### src/sv/trca_pkg.sv
// Shared types, constants and helper functions of the two-channel record averager.
package trca_pkg;

	localparam int BIN_DEPTH   = 4096;
	localparam int ADDR_W      = 12;
	localparam int SAMPLE_W    = 8;
	localparam int SUM_W       = 24;
	localparam int DEN_W       = 24;
	localparam int SCALE_W     = 26;
	localparam int MAG_W       = 25;
	localparam int PROD_W      = SCALE_W + MAG_W;
	localparam int DVD_W       = PROD_W + 2;
	localparam int VOLT_W      = 27;
	localparam int CNT_W       = 6;
	localparam int CFG_INDEX_W = 3;
	localparam int CFG_DATA_W  = 16;

	localparam logic [CFG_INDEX_W-1:0] REG_RECORD_LENGTH = 3'd0;
	localparam logic [CFG_INDEX_W-1:0] REG_REPEATS       = 3'd1;
	localparam logic [CFG_INDEX_W-1:0] REG_SEGMENTS      = 3'd2;
	localparam logic [CFG_INDEX_W-1:0] REG_ROUND_ROBINS  = 3'd3;
	localparam logic [CFG_INDEX_W-1:0] REG_VSCALE        = 3'd4;

	localparam logic [12:0]        MAX_LEN   = 13'd4096;
	localparam logic [8:0]         MAX_CNT   = 9'd256;
	localparam logic [12:0]        RST_LEN   = 13'd1;
	localparam logic [8:0]         RST_CNT   = 9'd1;
	localparam logic [15:0]        RST_VSCALE = 16'd1000;
	localparam logic [9:0]         MV_TO_UV  = 10'd1000;
	localparam logic [SCALE_W-1:0] OUT_LIMIT = 26'd65535000;
	localparam logic [CNT_W-1:0]   DIV_LAST  = CNT_W'(DVD_W - 1);

	typedef struct packed {
		logic take;
		logic sum;
		logic diff;
		logic mul;
		logic load;
		logic step;
		logic emit;
	} trca_cmd_t;

	typedef struct packed {
		logic final_item;
		logic div_last;
	} trca_sts_t;

	function automatic logic [12:0] clamp_len(input logic [12:0] v);
		logic [12:0] r;
		if (v == 13'd0) begin
			r = 13'd1;
		end else if (v > MAX_LEN) begin
			r = MAX_LEN;
		end else begin
			r = v;
		end
		return r;
	endfunction

	function automatic logic [8:0] clamp_cnt(input logic [8:0] v);
		logic [8:0] r;
		if (v == 9'd0) begin
			r = 9'd1;
		end else if (v > MAX_CNT) begin
			r = MAX_CNT;
		end else begin
			r = v;
		end
		return r;
	endfunction

endpackage

### src/sv/trca_ctrl.sv
// Controller state machine of the two-channel record averager.
module trca_ctrl import trca_pkg::*; (
	input  logic      clk,
	input  logic      arst_n,
	input  logic      in_valid,
	output logic      in_stall,
	output logic      out_valid,
	input  logic      out_stall,
	input  trca_sts_t sts,
	output trca_cmd_t cmd
);

	localparam logic [2:0] S_IDLE = 3'd0;
	localparam logic [2:0] S_SUM  = 3'd1;
	localparam logic [2:0] S_DIFF = 3'd2;
	localparam logic [2:0] S_MUL  = 3'd3;
	localparam logic [2:0] S_LOAD = 3'd4;
	localparam logic [2:0] S_DIV  = 3'd5;
	localparam logic [2:0] S_OUT  = 3'd6;

	logic [2:0] state_q;
	logic [2:0] state_d;
	logic       out_valid_q;

	always_comb begin
		state_d = state_q;
		cmd     = '0;
		unique case (state_q)
			S_IDLE: begin
				if (in_valid) begin
					cmd.take = 1'b1;
					state_d  = S_SUM;
				end
			end
			S_SUM: begin
				cmd.sum = 1'b1;
				state_d = sts.final_item ? S_DIFF : S_IDLE;
			end
			S_DIFF: begin
				cmd.diff = 1'b1;
				state_d  = S_MUL;
			end
			S_MUL: begin
				cmd.mul = 1'b1;
				state_d = S_LOAD;
			end
			S_LOAD: begin
				cmd.load = 1'b1;
				state_d  = S_DIV;
			end
			S_DIV: begin
				cmd.step = 1'b1;
				if (sts.div_last) begin
					state_d = S_OUT;
				end
			end
			S_OUT: begin
				if (!out_valid_q || !out_stall) begin
					cmd.emit = 1'b1;
					state_d  = S_IDLE;
				end
			end
			default: begin
				state_d = S_IDLE;
			end
		endcase
	end

	always_ff @(posedge clk or negedge arst_n) begin
		if (!arst_n) begin
			state_q     <= S_IDLE;
			out_valid_q <= 1'b0;
		end else begin
			state_q <= state_d;
			if (cmd.emit) begin
				out_valid_q <= 1'b1;
			end else if (!out_stall) begin
				out_valid_q <= 1'b0;
			end
		end
	end

	assign in_stall  = (state_q != S_IDLE);
	assign out_valid = out_valid_q;

endmodule

### config.mk
export PLATFORM = sky130hd
export DESIGN_NAME = trca_ctrl
export DESIGN_NICKNAME = d
export VERILOG_FILES = /design/src/sv/trca_pkg.sv /design/src/sv/trca_ctrl.sv
export SDC_FILE = /design/constraint.sdc
export NUM_CORES = 1
export LEC_CHECK = 0
export ABC_AREA = 0
export BUFFER_PORTS_ARGS = -buffer_cell sky130_fd_sc_hd__buf_2
export CAP_MARGIN = 20
export CORE_AREA = 2 2 39 41
export CTS_BUF_LIST = sky130_fd_sc_hd__clkbuf_16
export DETAILED_ROUTE_END_ITERATION = 6
export DIE_AREA = 0 0 41 43
export PLACE_DENSITY = 0.49
export SYNTH_ARGS = -nofsm -noshare
export SYNTH_HDL_FRONTEND = slang
export SYNTH_SLANG_ARGS = --single-unit
### constraint.sdc
create_clock -name clk -period 3.4 [get_ports clk]
set_input_delay 0.51 -clock clk [delete_from_list [all_inputs] [get_ports clk]]
set_output_delay 0.51 -clock clk [all_outputs]
set_load 0.05 [all_outputs]
==> impl_metrics.py, run 1 <==
metrics = {
    "timing": {
        "rsz0062_at_grt": "false",
        "final-setup-viol-count": 0,
        "finalSetupTns_ns": 0,
        "fin_crit_ns": 2.09,
        "slew_headroom_pct": 75.1,
        "setup_ws_ns": 1.31,
        "period_share_pct": 61.5,
        "fmaxAchievable_mhz": 479,
        "skew_ns": 0.0000598,
        "final-hold-violation-count": 0,
        "drv_slew": 0,
        "whs_ns": 0.0871,
        "worstMarginPinSlew_ns": 0.374,
    },
    "cells_and_area": {
        "final_common_cell": "buf_2",
        "seq_area_um2": 100,
        "drive_gt1_share_pct": 45.5,
        "nNetsFinal": 52,
        "diodes": 0,
        "final_cell_mix": "14 x buf_2, 4 x dfrtp_1, 3 x nor3b_1, 3 x a21oi_1, 3 x clkbuf_16",
        "area_growth_pct": 51.6,
        "fill_cells": 156,
        "multi_input_area_um2": 146,
        "final_cells": 60,
    },
    "place": {
        "place.gp.congestion": 0.670,
        "portBuffers": 14,
        "pre_cts_slack_ns": 1.55,
        "post-dp-hpwl_um": 461,
        "place_inst": 57,
    },
    "global_routing": {
        "grt_first_pass_wirelength_mm": 1.10,
        "met1_usage_pct": 12.1,
        "globalRoute.busiestLayer": "met1",
        "grt_max_degree": 15,
        "globalRouteMet2Util_pct": 11.6,
        "track_usage_pct": 9.62,
        "first_global_vias": 256,
        "antenna_found_initial": 0,
        "grt_remaining_overflow": 0,
        "grtUsageMet3_pct": 3.14,
    },
    "flow_run": {
        "cap_violations": 0,
    },
    "logic_synthesis": {
        "netlist_area_um2": 277,
        "synthAdderAreaFrac_pct": 0,
        "synth.area.top_cells": "dfrtp_1 36%, nor3b_1 8.1%, and4b_1 7.2%, a21oi_1 5.4%, nand3b_1 5.4%",
        "synth_fp_nets": 36,
        "ys_seq_area_share_pct": 36.2,
        "synth-xor-area-share_pct": 0,
        "synth_compound_area_share_pct": 14.0,
        "synth_top_cell_by_area": "dfrtp_1",
        "synth_mux_area_share_pct": 0,
        "yosysWarnings": 0,
        "ys_seq_elements": 4,
        "synthCells": 30,
        "synthSimpleGateAreaFrac_pct": 38.9,
        "yosysUniqueCellTypes": 19,
        "synth_top_family_by_area": "simple AND/OR/NAND/NOR gates",
        "synth_top_cell_area_share_pct": 36.2,
        "synth_area_per_cell_um2": 9.22,
    },
    "clocking": {
        "cts_tree": "yes",
        "cts.sinks": 4,
        "htreeDepth": 1,
        "cts_hold_buf": 0,
        "post_cts_resized": 0,
        "clockBufferDepth": 2,
        "insertion_delay_ns": 0.22,
        "cts_inserted_buffers": 3,
        "clk_pin_slew_ns": 0.03,
        "ctsRootBufferMaster": "clkbuf_16",
        "post_cts_buffers": 0,
    },
    "setup_path": {
        "start_kind": "register",
        "path_max_fanout": 14,
        "setup.worst_path.class": "register to output port",
        "worstPathRequired_ns": 2.89,
        "cp-end-kind": "output port",
        "worst_ep_arrival_time_ns": 1.58,
    },
    "route": {
        "ant_nets": 0,
        "first_pass_iters": 4,
        "wl_per_cell_um": 11.4,
        "avgViaCountPerCell": 4.23,
        "drt_iter0_drc": 12,
        "drc": 0,
        "routed_wl_um": 681,
        "vias": 254,
    },
    "outcome": {
        "status": "finished clean",
    },
    "floorplan": {
        "ioPinCount": 15,
        "die_h_um": 43,
        "die_area_um2": 1760,
        "initial_core_util_pct": 20.0,
        "chipWidth_um": 41,
        "rows": 14,
        "core_area_um2": 1380,
    },
    "min_path": {
        "hold_class": "input port to async pin",
    },
}
==> final cells by class <==
type                       instances  area share (%)
tap                               16            4.78
sequential                         4            23.9
inverter                           2            1.79
multi-input combinational         21            34.9
clock buffer                       3            17.9
timing repair buffer              14            16.7
==> synthesized netlist by cell type, drive strengths merged <==
cell type  count
nor3           1
and4b          2
or3            1
clkbuf         1
a22o           1
buf            2
and3           1
a21oi          3
or4            1
nor2           1
nor3b          3
inv            2
nand2          2
o21bai         1
nand3b         2
and4bb         1
a31oi          1
dfrtp          4
==> per-layer routing <==
layer | share of wire, % | vias to the layer above | wire length (µm)
li1 | - | 140 | -
met1 | 49 | 103 | 337
met2 | 41 | 11 | 280
met3 | 9.3 | 0 | 63
met4 | 0 | 0 | 0
met5 | 0 | - | 0
==> critical path: stages, from the launching register on <==
cell and delay (ns):
dfrtp_1 0.50, or3_2 0.51, nor2_1 0.09, buf_2 0.26
==> kinds of logic (layout without fill, tap and decap cells) <==
| kind of cell | count (synthesis) | count (layout) |
|---|---|---|
| AOI/OAI and AO/OA | 6 | 6 |
| buffers and inverters | 5 | 19 |
| DFF | 4 | 4 |
| and+or+nand+nor | 15 | 15 |
==> flip-flops by register name, indices dropped and copies added, names as in the netlist <==
name,count
out_valid,1
state_q,3
==> stage by stage <==
| stage | utilization, % | instance area [µm²] |
|---|---|---|
| finish | 30.3 | 419 |
| global route | 30.3 | 419 |
| CTS | 30.3 | 419 |
| detailed placement | 24.9 | 344 |
| global placement | 24.9 | 344 |
| floorplan | - | 277 |
==> worst paths after layout <==
path / start / endpoint / slack [ns] / depth (start not counted)
worst min register to register: out_valid$_DFFE_PN0P_ / out_valid$_DFFE_PN0P_ / 0.54 / 2
max in group asynchronous: arst_n / state_q[0]$_DFFE_PN0P_ / 3.19 / 1
worst max-delay path: state_q[1]$_DFFE_PN0P_ / cmd[6] / 1.31 / 3
worst max register to register: state_q[0]$_DFFE_PN0P_ / state_q[1]$_DFFE_PN0P_ / 2.01 / 2
min in group clk: out_stall / out_valid$_DFFE_PN0P_ / 0.53 / 3
worst min-delay path: arst_n / state_q[2]$_DFFE_PN0P_ / 0.09 / 1
Power of run 1 is left out: the tool's default activity adds up to more than one toggle a clock period on the data nets, which glitch-free logic cannot reach.
==> run 2, diff against run 1 <==
--- a/config.mk
+++ b/config.mk
@@ -12,7 +12,7 @@
 export CTS_BUF_LIST = sky130_fd_sc_hd__clkbuf_16
 export DETAILED_ROUTE_END_ITERATION = 6
 export DIE_AREA = 0 0 41 43
-export PLACE_DENSITY = 0.49
+export PLACE_DENSITY = 0.51
 export SYNTH_ARGS = -nofsm -noshare
 export SYNTH_HDL_FRONTEND = slang
 export SYNTH_SLANG_ARGS = --single-unit
==> constraint.sdc (replaced) <==
create_clock -name clk -period 1.9 [get_ports clk]
set_input_delay 0.285 -clock clk [delete_from_list [all_inputs] [get_ports clk]]
set_output_delay 0.285 -clock clk [all_outputs]
set_load 0.05 [all_outputs]
==> run 2 against run 1 <==
Effect of this change:
- non-clock buffer count is 4 higher
- sequential share of layout area is 2.5 points lower
- flip-flop and latch count stayed put
- via count is 6.7% higher
- register-to-register slack worse by 1.5 ns
- final cell count is 6.7% higher
- die area stayed put
- critical endpoint unchanged
==> impl_metrics.py, run 2 (same netlist as run 1, synthesis figures left out) <==
metrics = {
    "outcome": {
        "status": "finished clean",
    },
    "cells_and_area": {
        "nNetsFinal": 56,
        "diodes": 0,
        "final_cell_mix": "14 x buf_2, 4 x dfrtp_1",
        "drive_gt1_share_pct": 56.3,
        "largest_reg_flops": 3,
        "regMostFlops": "state_q",
        "area_growth_pct": 69.7,
        "final_common_cell": "buf_2",
        "multi_input_area_um2": 164,
        "utilization_pct": 33.9,
        "fill_cells": 154,
        "seq_area_um2": 100,
    },
    "min_path": {
        "min_path_cells": 3,
        "hold_class": "input port to register",
    },
    "clocking": {
        "clockBufferDepth": 2,
        "cts.sinks": 4,
        "cts_tree": "yes",
        "insertion_delay_ns": 0.22,
        "htreeDepth": 1,
        "clk_pin_slew_ns": 0.03,
        "post_cts_buffers": 0,
        "cts_inserted_buffers": 3,
        "ctsRootBufferMaster": "clkbuf_16",
    },
    "timing": {
        "fin_crit_ns": 1.71,
        "skew_ns": 0.000632,
        "period_share_pct": 90.1,
        "finalSetupTns_ns": 0,
        "drv_slew": 0,
        "fmaxAchievable_mhz": 584,
        "final-setup-viol-count": 0,
        "slew_headroom_pct": 83.3,
        "setup_ws_ns": 0.189,
        "final-hold-violation-count": 0,
        "worstMarginPinSlew_ns": 0.252,
        "rsz0062_at_grt": "false",
    },
    "route": {
        "drt_iter0_drc": 0,
        "routed_wl_um": 634,
        "vias": 271,
        "first_pass_iters": 1,
        "wl_per_cell_um": 9.91,
        "avgViaCountPerCell": 4.23,
        "ant_nets": 0,
        "drc": 0,
    },
    "flow_run": {
        "cap_violations": 0,
    },
    "setup_path": {
        "crit_chain": "or3_2, nor2_2, buf_2",
        "worst-path-buf-inv": 1,
        "ff2ff_setup_slack_ns": 0.54,
        "worst_ep_arrival_time_ns": 1.43,
        "cp-end-kind": "output port",
        "reg2reg_depth": 3,
        "setup.worst_path.class": "register to output port",
        "slowest_delay_ns": 0.45,
        "crit_family": "simple AND/OR/NAND/NOR gates",
        "critical_path_depth": 3,
        "slowest_stage": "or3_2",
        "path_max_fanout": 6,
        "worstPathRequired_ns": 1.62,
        "start_kind": "register",
    },
    "global_routing": {
        "first_global_vias": 230,
        "grt_remaining_overflow": 0,
        "grt_first_pass_wirelength_mm": 1.01,
        "grt_max_degree": 14,
        "antenna_found_initial": 0,
        "track_usage_pct": 8.17,
    },
    "place": {
        "pre_cts_slack_ns": 0.410,
        "post-dp-hpwl_um": 507,
        "portBuffers": 14,
        "place.gp.congestion": 0.740,
    },
    "floorplan": {
        "die_h_um": 43,
        "initial_core_util_pct": 20.0,
        "chipWidth_um": 41,
        "rows": 14,
        "core_area_um2": 1380,
        "die_area_um2": 1760,
        "ioPinCount": 15,
    },
}
## run 2: changes by cell type in the layout (fill, tap and decap cells not counted)
cell / change
nor3b_1: -3
nor2_2: +1
nor2_1: -1
nor3b_2: +3
dlygate4sd3_1: +1
buf_4: +3
## run 2: final timing paths
| kind | startpoint | endpoint |
|---|---|---|
| max | state_q[0]$_DFFE_PN0P_ | cmd[6] |
| min | out_stall | out_valid$_DFFE_PN0P_ |
| max reg2reg | state_q[1]$_DFFE_PN0P_ | state_q[1]$_DFFE_PN0P_ |
| min reg2reg | out_valid$_DFFE_PN0P_ | out_valid$_DFFE_PN0P_ |
| max in group asynchronous | arst_n | state_q[0]$_DFFE_PN0P_ |
| min in group asynchronous | arst_n | state_q[1]$_DFFE_PN0P_ |
## run 2: through the flow
| stage | cells | hold slack, ns | area [µm²] |
|---|---|---|---|
| 6_report | 64 | 0.311 | 469 |
| 2_1_floorplan | 30 | -0.0106 | 294 |
| 4_1_cts | 64 | 0.306 | 469 |
| 3_5_place_dp | 60 | 0.0930 | 384 |
| 3_3_place_gp | 60 | 0.0938 | 384 |
| 5_1_grt | 64 | 0.343 | 469 |
## run 2: final cells by class
| cell class | count | share of cell area, % |
|---|---|---|
| Clock buffer | 3 | 16.0 |
| Inverter | 2 | 1.60 |
| Multi-Input combinational cell | 21 | 34.9 |
| Sequential cell | 4 | 21.3 |
| Tap cell | 16 | 4.27 |
| Timing Repair Buffer | 18 | 21.9 |
## run 2: routing by layer
layer / vias up / wire length [µm] / track usage (%)
met1: 120 / 307 / 13.7
met2: 5 / 298 / 9.38
met4: 0 / 0 / 2.00
met3: 0 / 28 / 3.14
li1: 146 / - / -
met5: - / 0 / 0
## run 2: worst min-delay path: stages
cell	delay [ns]
buf_2	0.11
nand2_1	0.05
nand2_1	0.05
## run 2: what timing repair did
item                                   in CTS  in global routing
gates resized for setup                     0                  0
hold buffers                                1                  0
setup endpoints to repair                   0                  0
endpoints found under the hold margin       4                  0
Power of run 2 is left out for the same reason.
